[src/ssd_pkg.sv]
`timescale 1ns / 1ps
// Shared types, constants and lookup functions for the seven-segment serial driver.
// No dependencies; used by ssd_front, ssd_back and the top level.
package ssd_pkg;

   // One shift register frame: inverted segments high, digit select low
   localparam int FRAME_BITS = 16;
   localparam int SEL_BITS   = 8;

   typedef logic [FRAME_BITS-1:0] frame_type;
   typedef logic [SEL_BITS-1:0]   byte_type;
   typedef logic [3:0]            bcd_type;
   typedef logic [13:0]           mag_type;

   // Request modes
   localparam logic MODE_NUMBER = 1'b0;
   localparam logic MODE_DIGIT  = 1'b1;

   // Display limits and special patterns
   localparam logic signed [31:0] MAX_SHOWN     = 32'sd9999;
   localparam logic signed [31:0] MIN_SHOWN     = -32'sd999;
   localparam byte_type           MINUS_PATTERN = 8'h40;
   localparam byte_type           SEL_ONE       = 8'h01;
   localparam byte_type           BYTE_ONES     = 8'hFF;
   localparam logic [7:0]         MAX_DIGIT     = 8'd9;
   localparam logic [2:0]         MAX_POSITION  = 3'd3;

   typedef struct packed {
      bcd_type digit;
      mag_type rest;
   } split_type;

   // Segment pattern (bit 6..0 = g..a) for a decimal digit
   function automatic byte_type glyph(input bcd_type d);
      byte_type pat;
      case (d)
         4'd0:    pat = 8'h3F;
         4'd1:    pat = 8'h06;
         4'd2:    pat = 8'h5B;
         4'd3:    pat = 8'h4F;
         4'd4:    pat = 8'h66;
         4'd5:    pat = 8'h6D;
         4'd6:    pat = 8'h7D;
         4'd7:    pat = 8'h07;
         4'd8:    pat = 8'h7F;
         4'd9:    pat = 8'h6F;
         default: pat = 8'h00;
      endcase
      return pat;
   endfunction

   // One decimal digit off the top: value must be below 10*weight.
   // Nine independent compares against constant multiples, then a select.
   function automatic split_type split_digit(input mag_type value, input mag_type weight);
      split_type res;
      mag_type   step;
      res.digit = 4'd0;
      res.rest  = value;
      for (int k = 1; k <= 9; k++) begin
         step = mag_type'(k * int'(weight));
         if (value >= step) begin
            res.digit = bcd_type'(k);
            res.rest  = value - step;
         end
      end
      return res;
   endfunction

endpackage

[src/ssd_front.sv]
`timescale 1ns / 1ps
// Front end: accepts requests, saturates and splits the number into digits
// over three pipeline stages and builds the display frames. Uses ssd_pkg.
module ssd_front #(
   parameter int NUM_DIGITS = 4,
   parameter int IDX_WIDTH  = 2
) (
   input  logic                                     clock,
   input  logic                                     reset,
   input  logic                                     req_valid,
   output logic                                     req_ready,
   input  logic                                     req_mode,
   input  logic signed [31:0]                       req_number,
   input  logic [7:0]                               req_digit,
   input  logic [2:0]                               req_position,
   output logic                                     push_valid,
   input  logic                                     push_ready,
   output logic [NUM_DIGITS-1:0][ssd_pkg::FRAME_BITS-1:0] push_frames,
   output logic [IDX_WIDTH-1:0]                     push_last_idx
);

   // Stage 1: saturated magnitude and sign
   logic              s1_valid_ff, s1_valid_in;
   logic              s1_mode_ff, s1_neg_ff;
   ssd_pkg::mag_type  s1_mag_ff;
   logic [7:0]        s1_digit_ff;
   logic [2:0]        s1_pos_ff;
   // Stage 2: thousands digit and remainder
   logic              s2_valid_ff, s2_valid_in;
   logic              s2_mode_ff, s2_neg_ff;
   ssd_pkg::bcd_type  s2_thou_ff;
   ssd_pkg::mag_type  s2_rest_ff;
   logic [7:0]        s2_digit_ff;
   logic [2:0]        s2_pos_ff;
   // Stage 3: all four digits
   logic              s3_valid_ff, s3_valid_in;
   logic              s3_mode_ff, s3_neg_ff;
   ssd_pkg::bcd_type  s3_digs_ff [4];
   logic [7:0]        s3_digit_ff;
   logic [2:0]        s3_pos_ff;

   logic                   s1_ready, s2_ready, s3_ready;
   logic signed [31:0]     sat_value, abs_value;
   ssd_pkg::split_type     thou_split, hund_split, tens_split;
   ssd_pkg::byte_type      one_sel, one_pat;
   logic                   one_blank;

   // Elastic stage handshakes
   assign s3_ready  = !s3_valid_ff || push_ready;
   assign s2_ready  = !s2_valid_ff || s3_ready;
   assign s1_ready  = !s1_valid_ff || s2_ready;
   assign req_ready = s1_ready;

   assign s1_valid_in = s1_ready ? req_valid   : s1_valid_ff;
   assign s2_valid_in = s2_ready ? s1_valid_ff : s2_valid_ff;
   assign s3_valid_in = s3_ready ? s2_valid_ff : s3_valid_ff;

   always_ff @(posedge clock) begin
      if (reset) begin
         s1_valid_ff <= 1'b0;
         s2_valid_ff <= 1'b0;
         s3_valid_ff <= 1'b0;
      end else begin
         s1_valid_ff <= s1_valid_in;
         s2_valid_ff <= s2_valid_in;
         s3_valid_ff <= s3_valid_in;
      end
   end

   // Saturate to the displayable range and take the magnitude
   always_comb begin
      if (req_number > ssd_pkg::MAX_SHOWN) begin
         sat_value = ssd_pkg::MAX_SHOWN;
      end else if (req_number < ssd_pkg::MIN_SHOWN) begin
         sat_value = ssd_pkg::MIN_SHOWN;
      end else begin
         sat_value = req_number;
      end
      abs_value = sat_value[31] ? (32'sd0 - sat_value) : sat_value;
   end

   always_ff @(posedge clock) begin
      if (s1_ready) begin
         s1_mode_ff  <= req_mode;
         s1_neg_ff   <= sat_value[31];
         s1_mag_ff   <= abs_value[13:0];
         s1_digit_ff <= req_digit;
         s1_pos_ff   <= req_position;
      end
   end

   // Thousands
   assign thou_split = ssd_pkg::split_digit(s1_mag_ff, 14'd1000);

   always_ff @(posedge clock) begin
      if (s2_ready) begin
         s2_mode_ff  <= s1_mode_ff;
         s2_neg_ff   <= s1_neg_ff;
         s2_thou_ff  <= thou_split.digit;
         s2_rest_ff  <= thou_split.rest;
         s2_digit_ff <= s1_digit_ff;
         s2_pos_ff   <= s1_pos_ff;
      end
   end

   // Hundreds, then tens and ones from a remainder below 1000
   assign hund_split = ssd_pkg::split_digit(s2_rest_ff, 14'd100);
   assign tens_split = ssd_pkg::split_digit(hund_split.rest, 14'd10);

   always_ff @(posedge clock) begin
      if (s3_ready) begin
         s3_mode_ff    <= s2_mode_ff;
         s3_neg_ff     <= s2_neg_ff;
         s3_digs_ff[0] <= s2_thou_ff;
         s3_digs_ff[1] <= hund_split.digit;
         s3_digs_ff[2] <= tens_split.digit;
         s3_digs_ff[3] <= tens_split.rest[3:0];
         s3_digit_ff   <= s2_digit_ff;
         s3_pos_ff     <= s2_pos_ff;
      end
   end

   // Single digit frame: blank segments and inverted select when out of range
   assign one_sel   = ssd_pkg::SEL_ONE << s3_pos_ff;
   assign one_blank = (s3_digit_ff > ssd_pkg::MAX_DIGIT) ||
                      (s3_pos_ff > ssd_pkg::MAX_POSITION);
   assign one_pat   = ssd_pkg::glyph(s3_digit_ff[3:0]);

   // Frame build
   always_comb begin
      ssd_pkg::byte_type pat;
      for (int p = 0; p < NUM_DIGITS; p++) begin
         if (p == 0 && s3_neg_ff) begin
            pat = ssd_pkg::MINUS_PATTERN;
         end else begin
            pat = ssd_pkg::glyph(s3_digs_ff[p]);
         end
         push_frames[p] = {~pat, ssd_pkg::byte_type'(ssd_pkg::SEL_ONE << p)};
      end
      if (s3_mode_ff == ssd_pkg::MODE_DIGIT) begin
         if (one_blank) begin
            push_frames[0] = {ssd_pkg::BYTE_ONES, ~one_sel};
         end else begin
            push_frames[0] = {~one_pat, one_sel};
         end
         push_last_idx = '0;
      end else begin
         push_last_idx = IDX_WIDTH'(NUM_DIGITS - 1);
      end
   end

   assign push_valid = s3_valid_ff;

endmodule

[src/ssd_queue.sv]
`timescale 1ns / 1ps
// Two-entry queue that decouples frame building from serial output.
// Generic data; no package dependency.
module ssd_queue #(
   parameter int DATA_WIDTH = 66
) (
   input  logic                  clock,
   input  logic                  reset,
   input  logic                  push_valid,
   output logic                  push_ready,
   input  logic [DATA_WIDTH-1:0] push_data,
   output logic                  head_valid,
   input  logic                  pop,
   output logic [DATA_WIDTH-1:0] head_data
);

   logic [DATA_WIDTH-1:0] entry_ff [2];
   logic                  wr_ptr_ff, wr_ptr_in;
   logic                  rd_ptr_ff, rd_ptr_in;
   logic [1:0]            count_ff, count_in;
   logic                  push;

   assign push_ready = (count_ff != 2'd2);
   assign head_valid = (count_ff != 2'd0);
   assign head_data  = entry_ff[rd_ptr_ff];
   assign push       = push_valid && push_ready;

   // Pointer and fill count
   always_comb begin
      wr_ptr_in = push ? !wr_ptr_ff : wr_ptr_ff;
      rd_ptr_in = pop  ? !rd_ptr_ff : rd_ptr_ff;
      count_in  = count_ff;
      if (push && !pop) begin
         count_in = count_ff + 2'd1;
      end else if (pop && !push) begin
         count_in = count_ff - 2'd1;
      end
   end

   always_ff @(posedge clock) begin
      if (reset) begin
         wr_ptr_ff <= 1'b0;
         rd_ptr_ff <= 1'b0;
         count_ff  <= 2'd0;
      end else begin
         wr_ptr_ff <= wr_ptr_in;
         rd_ptr_ff <= rd_ptr_in;
         count_ff  <= count_in;
      end
   end

   // Storage
   always_ff @(posedge clock) begin
      if (push) begin
         entry_ff[wr_ptr_ff] <= push_data;
      end
   end

   // Never pop an empty queue
   assert property (@(posedge clock) disable iff (reset) pop |-> head_valid)
      else $error("queue popped while empty");
   // Fill count follows pushes and pops
   assert property (@(posedge clock) disable iff (reset)
                    (push && !pop) |=> (count_ff == $past(count_ff) + 2'd1))
      else $error("queue count did not advance on push");
   assert property (@(posedge clock) disable iff (reset)
                    (pop && !push) |=> (count_ff == $past(count_ff) - 2'd1))
      else $error("queue count did not drop on pop");

endmodule

[src/ssd_back.sv]
`timescale 1ns / 1ps
// Back end: shifts queued frames out one bit per beat, MSB first, with latch
// on bit sixteen and last on the final bit of a request. Uses ssd_pkg.
module ssd_back #(
   parameter int NUM_DIGITS = 4,
   parameter int IDX_WIDTH  = 2
) (
   input  logic                                     clock,
   input  logic                                     reset,
   input  logic                                     head_valid,
   input  logic [NUM_DIGITS-1:0][ssd_pkg::FRAME_BITS-1:0] head_frames,
   input  logic [IDX_WIDTH-1:0]                     head_last_idx,
   output logic                                     pop,
   output logic                                     rsp_valid,
   input  logic                                     rsp_ready,
   output logic                                     rsp_serial_bit,
   output logic                                     rsp_latch,
   output logic                                     rsp_last
);

   localparam int BIT_WIDTH = $clog2(ssd_pkg::FRAME_BITS);

   logic [BIT_WIDTH-1:0] bit_ff, bit_in;
   logic [IDX_WIDTH-1:0] frame_ff, frame_in;
   logic                 rsp_valid_ff, rsp_valid_in;
   logic                 rsp_bit_ff, rsp_latch_ff, rsp_last_ff;
   ssd_pkg::frame_type   cur_frame;
   logic                 advance, frame_end, item_end;

   // Output register takes a new beat when empty or being drained
   assign advance   = head_valid && (!rsp_valid_ff || rsp_ready);
   assign cur_frame = head_frames[frame_ff];
   assign frame_end = (bit_ff == BIT_WIDTH'(ssd_pkg::FRAME_BITS - 1));
   assign item_end  = frame_end && (frame_ff == head_last_idx);
   assign pop       = advance && item_end;

   // Bit and frame counters
   always_comb begin
      bit_in       = bit_ff;
      frame_in     = frame_ff;
      rsp_valid_in = rsp_valid_ff && !rsp_ready;
      if (advance) begin
         bit_in       = bit_ff + 1'b1;
         rsp_valid_in = 1'b1;
         if (item_end) begin
            frame_in = '0;
         end else if (frame_end) begin
            frame_in = frame_ff + 1'b1;
         end
      end
   end

   always_ff @(posedge clock) begin
      if (reset) begin
         bit_ff       <= '0;
         frame_ff     <= '0;
         rsp_valid_ff <= 1'b0;
      end else begin
         bit_ff       <= bit_in;
         frame_ff     <= frame_in;
         rsp_valid_ff <= rsp_valid_in;
      end
   end

   // Output beat; MSB first, so bit index is the inverted count
   always_ff @(posedge clock) begin
      if (advance) begin
         rsp_bit_ff   <= cur_frame[~bit_ff];
         rsp_latch_ff <= frame_end;
         rsp_last_ff  <= item_end;
      end
   end

   assign rsp_valid      = rsp_valid_ff;
   assign rsp_serial_bit = rsp_bit_ff;
   assign rsp_latch      = rsp_latch_ff;
   assign rsp_last       = rsp_last_ff;

   // Last beat of a request always closes a frame
   assert property (@(posedge clock) disable iff (reset)
                    (rsp_valid_ff && rsp_last_ff) |-> rsp_latch_ff)
      else $error("last beat without latch");
   // A latch beat leaves the bit counter at the start of the next frame
   assert property (@(posedge clock) disable iff (reset)
                    (rsp_valid_ff && rsp_latch_ff) |-> (bit_ff == '0))
      else $error("bit counter out of step with latch");
   // After the last beat the frame index is back at the first frame
   assert property (@(posedge clock) disable iff (reset)
                    (rsp_valid_ff && rsp_last_ff) |-> (frame_ff == '0))
      else $error("frame index not rewound after last beat");

endmodule

[src/seven_segment_serial_display_driver_core.sv]
`timescale 1ns / 1ps
// A request passes the front stages and the queue before its first serial beat is registered.
// Throughput: one serial bit per cycle while rsp_ready is high, set by the bit shifter; a
// whole-number request shifts out NUM_DIGITS 16-bit frames, a single-digit request one.
// Requests are taken every cycle while the 3-stage front pipe and 2-entry queue have room.
// Reset (synchronous, active high) empties the pipe, the queue and the output beat.
module seven_segment_serial_display_driver_core #(
   parameter int NUM_DIGITS = 4
) (
   input  logic               clock,
   input  logic               reset,
   input  logic               req_valid,
   output logic               req_ready,
   input  logic               req_mode,
   input  logic signed [31:0] req_number,
   input  logic [7:0]         req_digit,
   input  logic [2:0]         req_position,
   output logic               rsp_valid,
   input  logic               rsp_ready,
   output logic               rsp_serial_bit,
   output logic               rsp_latch,
   output logic               rsp_last
);

   localparam int IDX_WIDTH  = (NUM_DIGITS > 1) ? $clog2(NUM_DIGITS) : 1;
   localparam int DATA_WIDTH = NUM_DIGITS * ssd_pkg::FRAME_BITS + IDX_WIDTH;

   logic                                            push_valid, push_ready;
   logic [NUM_DIGITS-1:0][ssd_pkg::FRAME_BITS-1:0]  push_frames, head_frames;
   logic [IDX_WIDTH-1:0]                            push_last_idx, head_last_idx;
   logic                                            head_valid, pop;

   ssd_front #(
      .NUM_DIGITS (NUM_DIGITS),
      .IDX_WIDTH  (IDX_WIDTH)
   ) u_front (
      .clock         (clock),
      .reset         (reset),
      .req_valid     (req_valid),
      .req_ready     (req_ready),
      .req_mode      (req_mode),
      .req_number    (req_number),
      .req_digit     (req_digit),
      .req_position  (req_position),
      .push_valid    (push_valid),
      .push_ready    (push_ready),
      .push_frames   (push_frames),
      .push_last_idx (push_last_idx)
   );

   ssd_queue #(
      .DATA_WIDTH (DATA_WIDTH)
   ) u_queue (
      .clock      (clock),
      .reset      (reset),
      .push_valid (push_valid),
      .push_ready (push_ready),
      .push_data  ({push_last_idx, push_frames}),
      .head_valid (head_valid),
      .pop        (pop),
      .head_data  ({head_last_idx, head_frames})
   );

   ssd_back #(
      .NUM_DIGITS (NUM_DIGITS),
      .IDX_WIDTH  (IDX_WIDTH)
   ) u_back (
      .clock          (clock),
      .reset          (reset),
      .head_valid     (head_valid),
      .head_frames    (head_frames),
      .head_last_idx  (head_last_idx),
      .pop            (pop),
      .rsp_valid      (rsp_valid),
      .rsp_ready      (rsp_ready),
      .rsp_serial_bit (rsp_serial_bit),
      .rsp_latch      (rsp_latch),
      .rsp_last       (rsp_last)
   );

endmodule
[config.mk]
export PLATFORM = sky130hd
export DESIGN_NAME = seven_segment_serial_display_driver_core
export DESIGN_NICKNAME = d
export VERILOG_FILES = /design/src/ssd_pkg.sv /design/src/ssd_front.sv /design/src/ssd_queue.sv /design/src/ssd_back.sv /design/src/seven_segment_serial_display_driver_core.sv
export SDC_FILE = /design/constraint.sdc
export NUM_CORES = 1
export LEC_CHECK = 0
export BUFFER_PORTS_ARGS = -buffer_cell sky130_fd_sc_hd__buf_2
export CAP_MARGIN = 20
export CORE_MARGIN = 2
export CORE_UTILIZATION = 50
export CTS_BUF_LIST = sky130_fd_sc_hd__clkbuf_16
export CTS_CLUSTER_DIAMETER = 50
export DETAILED_ROUTE_END_ITERATION = 16
export GPL_TIMING_DRIVEN = 0
export MAX_ROUTING_LAYER = met4
export PLACE_DENSITY = 0.67
export SLEW_MARGIN = 30
export SYNTH_ARGS = -nofsm -noshare
export SYNTH_HDL_FRONTEND = slang
export SYNTH_SLANG_ARGS = --single-unit
[constraint.sdc]
create_clock -name clock -period 15.7 [get_ports clock]
set_clock_uncertainty 0.1 [all_clocks]
set_input_delay 1.57 -clock clock [delete_from_list [all_inputs] [get_ports clock]]
set_output_delay 1.57 -clock clock [all_outputs]
set_load 0.05 [all_outputs]
== Yosys cells after proc, flatten, opt, wreduce, memory -nomap -nowiden ==
Memories as Yosys holds them, arrays and structs flattened. A register that Yosys moved wholly into a read port is not among the register bits.
Index checks and enable logic that the tools add are counted.
W data, S select, Z words.

* Register bits: 88
* Latch bits: 0
* RAM bits: 100
* Memory bits (read-only): 560
* Input bits: 48
* Output and inout port bits: 5
* Memories: 7

{| class="wikitable"
|+ Memory list
! name !! words !! bits a word !! rd ports !! clocked after Yosys merged registers in !! wr ports !! RTL line !! text
|-
| (name not given) || 16 || 7 || 1 || 0 || 0 || ssd_pkg.sv:36 || <nowiki>case (d)</nowiki>
|-
| (name not given) || 16 || 7 || 1 || 0 || 0 || ssd_pkg.sv:36 ||
|-
| (name not given) || 16 || 7 || 1 || 0 || 0 || ssd_pkg.sv:36 ||
|-
| (name not given) || 16 || 7 || 1 || 0 || 0 || ssd_pkg.sv:36 ||
|-
| (name not given) || 16 || 7 || 1 || 1 || 0 || ssd_pkg.sv:36 ||
|-
| u_queue.entry_ff || 2 || 42 || 1 || 1 || 1 || ssd_queue.sv:17 || <nowiki>logic [DATA_WIDTH-1:0] entry_ff [2];</nowiki>
|-
| 1 more memories || n/a || n/a || n/a || n/a || n/a || n/a ||
|}

* Add/sub/neg operators: 32
* Multiply operators: 0
* Div/mod/pow operators: 0
* Magnitude comparators: 33
* Equal/unequal tests: 3
* Shifts and indexed selects: 1
* Muxes and demuxes: 50
* Bitwise gates (word level): 7
* Reductions and logical operators: 26

{| class="wikitable"
|+ Operators with widths
! operator !! number
|-
| $mux W17 || 12
|-
| $mux W16 || 9
|-
| $mux W18 || 4
|-
| $ge A14 B10 Y1 const B || 5
|-
| $sub A14 B10 Y14 const B || 5
|-
| $mux W32 || 2
|-
| $mux W15 || 4
|-
| $ge A14 B13 Y1 const B || 4
|-
| $ge A14 B7 Y1 const B || 4
|-
| $sub A14 B13 Y14 const B || 4
|-
| $sub A14 B7 Y14 const B || 4
|-
| $not A8 Y8 || 6
|-
| $ge A14 B6 Y1 const B || 3
|-
| $ge A14 B9 Y1 const B || 3
|-
| $sub A14 B6 Y14 const B || 3
|-
| $sub A14 B9 Y14 const B || 3
|-
| $bmux W16 S2 || 1
|-
| $gt A32 B15 Y1 const B || 1
|-
| $lt A32 B11 Y1 const B || 1
|-
| $ge A14 B12 Y1 const B || 2
|-
| $ge A14 B5 Y1 const B || 2
|-
| $mux W14 || 2
|-
| $sub A14 B12 Y14 const B || 2
|-
| $sub A14 B5 Y14 const B || 2
|-
| 32 further kinds || 64
|}

== Depth between registers and ports, before layout ==
Gate-level depths: netlist (run 1).

* Depth after elaboration: 20
* Gate-level depth with buffers: 19
* Mapped depth without buffers: 17

== Cells and area by module ==
Synthesis (run 1) repeated with hierarchy kept, for this count alone.

* Cell total of the unflattened synthesis: 1438
* Area total of the unflattened synthesis: 15427.3 um^2

{| class="wikitable"
|+ By module, submodules not included
! module !! instances !! cells each !! area an instance (um^2) !! seq. area each (um^2)
|-
| ssd_front || 1 || 1125 || 9434.0 || 2812.7
|-
| ssd_queue || 1 || 229 || 4998.5 || 4063.9
|-
| ssd_back || 1 || 84 || 994.7 || 230.2
|}

== Worst setup path after synthesis (run 1) ==
Ideal clock, no wire load.

* Path kind: flip-flop to flip-flop
* From: register u_front.s2_rest_ff[5]
* To: memory u_front.s3_digs_ff[3][3] in the netlist's numbering (data pin)
* Setup time: 0.265 ns
* Arrival time: 4.558 ns
* Slack: 10.777 ns
* Cell stages (with the launch flop): 18
* Clock period less this slack: 4.923 ns
* Path through: edfxtp_1 clkbuf_1 clkinv_1 ha_1 a21boi_0 a21oi_1 a211oi_1 o221a_2 o21ai_0 xnor2_1 inv_1 ha_1 or3b_2 a41oi_1 nor2b_1 o311ai_1 a211oi_1 nand3_1

{| class="wikitable"
|+ RTL lines
! element !! RTL line !! text
|-
| start, declared || ssd_front.sv:32 || <nowiki>ssd_pkg::mag_type s2_rest_ff;</nowiki>
|-
| start signal, assigned || ssd_front.sv:100 || <nowiki>s2_rest_ff <= thou_split.rest;</nowiki>
|-
| end, declared || ssd_front.sv:38 || <nowiki>ssd_pkg::bcd_type s3_digs_ff [4];</nowiki>
|}

==> results.toml, run 1 <==
[sta]
max_slew_margin_pct = 38.0
slew_viol_final = 0
hold_viol = 0
grt_setup_unrepaired = "false"
setup_total_negative_slack_ns = 0
setup-violations-final = 0
final.min_clock_period_ns = 6.29
tightestPinTransition_ns = 0.923
layout_worst_path_cycle_share_pct = 40.1
fmax_mhz = 159

[final_layout]
nets = 1443
synth_to_layout_area_growth_pct = 11.0
design_area_mm2 = 0.0138
antennaDiodeCount = 0
post_route_cells_drive_above_1_share_pct = 11.6
final.fill_count = 2131

[hold_path]
hold_startpoint = "u_front.s2_digit_ff[4]$_DFFE_PP_"
worstHoldPathType = "reg2reg"
hold-path-cell-count = 0
hold_path_end = "u_front.s3_digit_ff[4]$_DFFE_PN_"

[yosys]
syn_inst = 1244
share_of_synthesized_flip_flops_with_an_asynchronous_set_or_reset_pct = 0
mappedNetlistNets = 1370
ys.flop_type = "edfxtp_1"
postSynthAreaPerCell_um2 = 9.99
mappedNetlistArea_mm2 = 0.0124
synth_seq_cells = 186
ys_warn_count = 0
synth-edff-count = 164
synth.distinct_cells = 97
synth-seq-area-share_pct = 43.2

[floorplanning]
floorplan.io_pins = 53
die_footprint_mm2 = 0.0261
row_count = 57
dieWidth_um = 162
floorplan.core_area_mm2 = 0.0244
die_h_um = 162
start_util_pct = 51.0

[critical_path]
worstReg2RegEnd = "u_front.s3_digs_ff[3][3]$_DFFE_PN_"
slowest_stage = "xnor2_2"
r2r.worst_path.cells = 17
crit_path_max_fanout = 13
worstReg2RegStart = "u_front.s2_rest_ff[5]$_DFFE_PP_"
path_class = "reg2reg"
cp_slowest_stage_delay_ns = 0.60
worst-endpoint-required_ns = 15.77
arrival_ns = 6.36
crit_family = "compound AO/OA/AOI/OAI gates"
timing.critical_path.cells = "clkbuf_1 -> clkinv_1 -> ha_1 -> a21boi_0 -> a21oi_1 -> a211oi_1 -> o221a_2 -> o21ai_0 -> xnor2_2 -> inv_1 -> ha_1 -> or3b_2 -> a41oi_1 -> nor2b_1 -> o311ai_1 -> a211oi_1 -> nand3_1"
critical_path.endpoint_type = "register"
ff2ff_setup_slack_ns = 9.41
worst-path-buf-inv = 3
startpoint_type = "register"

[global_route]
track_usage_pct = 25.2
grt_pass1_wl_um = 51300
gr_overflow_total = 0
number_of_antenna_violations_at_the_first_check_in_global_routing = 0
grt_start_max_net_pins = 35
grt_pass1_vias = 9714

[clocking]
number_of_buffers_added_by_the_clock_tree_synthesis_step = 17
cts_root_buf = "clkbuf_16"
cts_tree = "built"
post-cts-setup-buffer-count = 0
cts_resized = 0
htree_levels = 4
numClockSinks = 186
clkLatencyLatePin_ns = 0.44
hold_buffers = 0
max-clock-path-buffers = 2
clkSlewWorstSetupHoldPaths_ns = 0.08

[power_and_ir_drop]
power.density_cell_area_mw_per_mm2 = 122
p_leak_nw = 5.07
vdd.ir_drop.worst_uv = 74.7

[flow_run]
max_cap_violations = 0

[place]
post_dp_cell_area_mm2 = 0.0132
gp_congestion = 1.01
place.detailed.hpwl_um = 23600
io_buffers = 52

[routing]
detail_route.wl_per_cell_um = 19.4
route.vias.total = 10500
vias_per_cell = 6.37
remaining_drc_errors = 0
final_antenna_net_count = 0
routed_wl_um = 32000
drt_pre_antenna_iters = 7
drt-initial-drc-count = 895

[run_status]
status = "completed"
## registers in the layout (all words and copies together), names as in the netlist, 4 cells and up, named ones only
| signal | flops |
|---|---|
| u_front.s1_digit_ff | 8 |
| u_back.bit_ff | 4 |
| u_front.s2_rest_ff | 14 |
| u_front.s3_digs_ff | 16 |
| u_front.s2_digit_ff | 8 |
| u_front.s2_thou_ff | 4 |
| u_front.one_pat | 7 |
| u_queue.entry_ff | 74 |
| u_front.s3_digit_ff | 8 |
| u_front.s1_mag_ff | 14 |
## worst max path at each step
stage	to	startpoint	depth (start not counted)	slack, ns
after floorplan	u_front.s3_digs_ff[3][3]$_DFFE_PN_	u_front.s2_rest_ff[5]$_DFFE_PP_	17	10.78
after global placement	u_front.s3_digs_ff[3][3]$_DFFE_PN_	u_front.s2_rest_ff[5]$_DFFE_PP_	17	9.11
after detailed placement	u_front.s3_digs_ff[3][3]$_DFFE_PN_	u_front.s2_rest_ff[5]$_DFFE_PP_	17	9.56
after CTS	u_front.s3_digs_ff[3][3]$_DFFE_PN_	u_front.s2_rest_ff[5]$_DFFE_PP_	17	9.54
after global routing	u_front.s3_digs_ff[3][3]$_DFFE_PN_	u_front.s2_rest_ff[5]$_DFFE_PP_	17	8.90
final	u_front.s3_digs_ff[3][3]$_DFFE_PN_	u_front.s2_rest_ff[5]$_DFFE_PP_	17	9.41
## layer usage
| layer | global-route usage (%) | up-vias | wire [um] |
|---|---|---|---|
| li1 | - | 4939 | - |
| met4 | 7.44 | 0 | 859 |
| met1 | 34.9 | 4995 | 14000 |
| met2 | 38.2 | 529 | 14400 |
| met5 | - | - | 0 |
| met3 | 4.57 | 70 | 2740 |
## cells in the final DEF (no fill, tap or decap), drive strengths merged, types with 23 or more instances in the layout
master,n
edfxtp,164
nor2,109
nand2,102
a21oi,96
ha,78
o21ai,71
buf,68
clkbuf,64
inv,60
a31oi,32
nand3,26
nor3,25
a211oi,23
## power by group
group | internal (W) | switching (W)
Sequential | 0.000596 | 0.0000349
Clock | 0.000232 | 0.000213
Combinational | 0.000208 | 0.000395
## through the flow
step                      cells  total power, W  worst slack, ns  hold WS (ns)  util [%]
after global placement     1620         0.00122             9.11         0.300      53.7
after floorplan            1244         0.00105            10.78         0.300         -
after global routing       1654         0.00177             8.90         0.330      56.6
final                      1654         0.00168             9.41         0.317      56.6
after detailed placement   1622         0.00122             9.56         0.306      54.0
after CTS                  1654         0.00167             9.54         0.321      56.5
## cell type report
| class | count | area (um^2) | area share [%] |
|---|---|---|---|
| multi-input combinational | 942 | 6620 | 48.0 |
| sequential | 186 | 5370 | 38.9 |
| clock buffer | 17 | 425 | 3.08 |
| tap | 324 | 405 | 2.94 |
| timing repair buffer | 54 | 308 | 2.23 |
| buffer | 61 | 269 | 1.95 |
| inverter | 55 | 208 | 1.51 |
| clock inverter | 15 | 195 | 1.41 |
## cells in the mapped netlist, types with 4 or more instances
master	count	share of area, %
nand2b_1	12	0.60
edfxtp_1	164	40
or4_1	5	0.30
or3_1	8	0.40
a21boi_0	4	0.24
a211o_1	5	0.35
xnor2_1	17	1.2
a311oi_1	4	0.28
clkbuf_1	47	1.4
nor3_1	25	1.0
o211ai_1	21	1.3
nor4_1	14	0.70
buf_1	6	0.18
and2_1	12	0.60
a211oi_1	20	1.2
a221oi_1	9	0.63
a31oi_1	32	1.6
buf_6	4	0.36
o22ai_1	18	0.91
nand4_1	18	0.91
nand3_1	26	1.0
inv_1	51	1.5
o311ai_0	4	0.28
and3_1	15	0.76
xor2_1	17	1.2
a22oi_1	10	0.60
nor2_1	108	3.3
a21o_1	11	0.66
and4_1	5	0.35
ha_1	78	7.9
o311a_1	5	0.40
nand2_1	102	3.1
nor2b_1	14	0.70
or2_2	7	0.35
o221ai_1	7	0.49
o21a_1	8	0.48
a221o_1	7	0.56
a21oi_1	96	3.9
o31ai_1	9	0.54
o21ai_0	67	2.7
dfxtp_1	22	3.5
a2111o_1	4	0.36
mux4_2	16	2.9
mux2i_1	22	1.8
## logic make-up (layout without fill, tap and decap cells)
kind of cell	count (synthesis)	in the layout	synth area share, %
multiplexers	41	41	4.94
AND/OR/NAND/NOR	396	396	15.9
XOR/XNOR	34	34	2.40
buffers and inverters	116	202	3.83
adder cells (fa/ha/maj)	78	78	7.85
flip-flops	186	186	43.2
AO/OA/AOI/OAI	393	393	21.9
Note: power is estimated with default switching activity, not from simulation.
==> inputs of run 2 (changes only) <==
clock period = 6.02 ns   (was 15.7 ns; I/O delays follow)
==> run 2 against run 1 <==
Compared with the run above:
- total power rose to 2.6 times the previous value
- die area is the same
- clock-buffer cell count unchanged
- flip-flop and latch count stayed put
- first-iteration DRC count shrank 6.0%
- final area increased by 0.14%
- hold slack got worse by 0.088 ns
- combinational power rose to 2.6 times the previous value
- critical path type unchanged
- largest cell class unchanged
==> results.toml, run 2 (synthesis gave the netlist of run 1 again) <==
[run_status]
status = "completed"

[place]
placedCellCount = 1622
place.detailed.hpwl_um = 23600
gp_congestion = 1.01
post_dp_cell_area_mm2 = 0.0132
io_buffers = 52

[hold_path]
worstHoldPathType = "in2reg"

[floorplanning]
die_footprint_mm2 = 0.0261
row_count = 57
floorplan.io_pins = 53
dieWidth_um = 162
floorplan.core_area_mm2 = 0.0244
die_h_um = 162
start_util_pct = 51.0

[clocking]
cts_root_buf = "clkbuf_16"
max-clock-path-buffers = 2
clkLatencyLatePin_ns = 0.44
cts_tree = "built"
htree_levels = 4
hold_buffers = 0
numClockSinks = 186
number_of_buffers_added_by_the_clock_tree_synthesis_step = 17
clkSlewWorstSetupHoldPaths_ns = 0.08

[routing]
routed_wl_um = 31900
detail_route.wl_per_cell_um = 19.3
remaining_drc_errors = 0
drt_pre_antenna_iters = 7
route.vias.total = 10500
drt-initial-drc-count = 841
final_antenna_net_count = 0
vias_per_cell = 6.34

[power_and_ir_drop]
power.internal_w = 0.00271
power.density_cell_area_mw_per_mm2 = 317
p_sw_share_pct = 38.2
share_comb_of_total_power_pct = 36.1
vdd.ir_drop.worst_uv = 194
p_leak_nw = 5.08
seq_power_share_pct = 37.5
clock_power_share_pct = 26.4
switching_power_w = 0.00168

[critical_path]
startpoint_type = "register"
worst-endpoint-required_ns = 6.10
crit_path_max_fanout = 9
arrival_ns = 5.80
path_class = "reg2reg"
critical_path.endpoint_type = "register"

[sta]
hold_viol = 0
final.min_clock_period_ns = 5.72
grt_setup_unrepaired = "false"
layout_worst_path_cycle_share_pct = 95.1
setup-violations-final = 0
fmax_mhz = 175
tightestPinTransition_ns = 0.827
slew_viol_final = 0
max_slew_margin_pct = 43.3

[global_route]
grt_pass1_wl_um = 51300
gr_overflow_total = 0
grt_start_max_net_pins = 35
number_of_antenna_violations_at_the_first_check_in_global_routing = 0
track_usage_pct = 25.2
grt_pass1_vias = 9723

[final_layout]
final_common_cell = "edfxtp_1"
nets = 1444
largest_register_ffs = 74
synth_to_layout_area_growth_pct = 11.2
design_area_mm2 = 0.0138
antennaDiodeCount = 0
post_route_cells_drive_above_1_share_pct = 11.9
final.fill_count = 2130
reg_top3 = "u_queue.entry_ff (74), u_front.s3_digs_ff (16)"
final-instance-count-excl-fill = 1655
largest-register = "u_queue.entry_ff"
mostFrequentLayoutCells = "edfxtp_1, nor2_1, nand2_1"

[flow_run]
max_cap_violations = 0
## run 2: cell types whose count changed in the layout (fill, tap and decap cells not counted), sizes merged
cell	delta
clkinv	-1
clkinvlp	+1
buf	+1
## run 2: power by group through the flow
stage	clock network, W	logic [W]	registers, W
2_1_floorplan	0	0.00110	0.00165
6_report	0.00116	0.00158	0.00165
5_1_grt	0.00123	0.00172	0.00166
4_1_cts	0.00118	0.00153	0.00164
3_3_place_gp	0	0.00151	0.00167
3_5_place_dp	0	0.00151	0.00167
## run 2: area by class of cell
cell class | count | area [um^2] | area share [%]
clock inverter | 15 | 195 | 1.41
timing repair buffer | 55 | 315 | 2.28
tap | 324 | 405 | 2.93
multi-input combinational | 942 | 6630 | 48.0
inverter | 55 | 211 | 1.53
clock buffer | 17 | 425 | 3.08
sequential | 186 | 5370 | 38.8
buffer | 61 | 270 | 1.96
## run 2: repair_timing
item,in CTS,in global routing
setup buffers,1,0
endpoints found under the setup margin,1,4
resized for setup,0,5
hold endpoints to repair,0,0
pin swaps,1,0
## run 2: final timing paths
| check | start | endpoint | slack (ns) | depth (start not counted) |
|---|---|---|---|---|
| hold reg to reg | u_front.s1_digit_ff[7]$_DFFE_PP_ | u_front.s2_digit_ff[7]$_DFFE_PP_ | 0.32 | 0 |
| setup reg to reg | u_front.s2_rest_ff[4]$_DFFE_PP_ | u_front.s3_digs_ff[3][2]$_DFFE_PN_ | 0.30 | 14 |
| setup / recovery | u_front.s2_rest_ff[4]$_DFFE_PP_ | u_front.s3_digs_ff[3][2]$_DFFE_PN_ | 0.30 | 14 |
| hold / removal | req_digit[1] | u_front.s1_digit_ff[1]$_DFFE_PP_ | 0.23 | 1 |
## run 2: routing by layer
layer	global-route usage (%)	part of all wire, %	vias up
met3	4.57	7.8	69
met4	7.44	2.4	0
met2	38.2	45	479
met1	35.0	45	5007
li1	-	-	4939
met5	-	0	-
## run 2: stage by stage
stage / total power, W / TNS (ns) / utilization [%] / hold slack (ns) / worst slack (ns)
after floorplan: 0.00275 / 0 / - / 0.300 / 1.10
after global placement: 0.00318 / -1.50 / 53.7 / 0.300 / -0.567
after detailed placement: 0.00319 / -0.120 / 54.0 / 0.306 / -0.120
after CTS: 0.00436 / 0 / 56.6 / 0.210 / 0.214
after global routing: 0.00461 / 0 / 56.7 / 0.205 / 0.0159
final: 0.00439 / 0 / 56.7 / 0.229 / 0.296
## run 2: critical path, stage by stage, from the launching register on
cell and delay, ns:
edfxtp_1 0.49, clkbuf_1 0.43, inv_1 0.25, ha_1 0.36, a2111o_1 0.50, a211oi_2 0.66, a31oi_1 0.31, or3_4 0.48
a2111oi_4 0.52, and4_1 0.27, buf_2 0.20, o21ai_0 0.33, a21o_1 0.27, o211ai_1 0.18, nand3_1 0.13
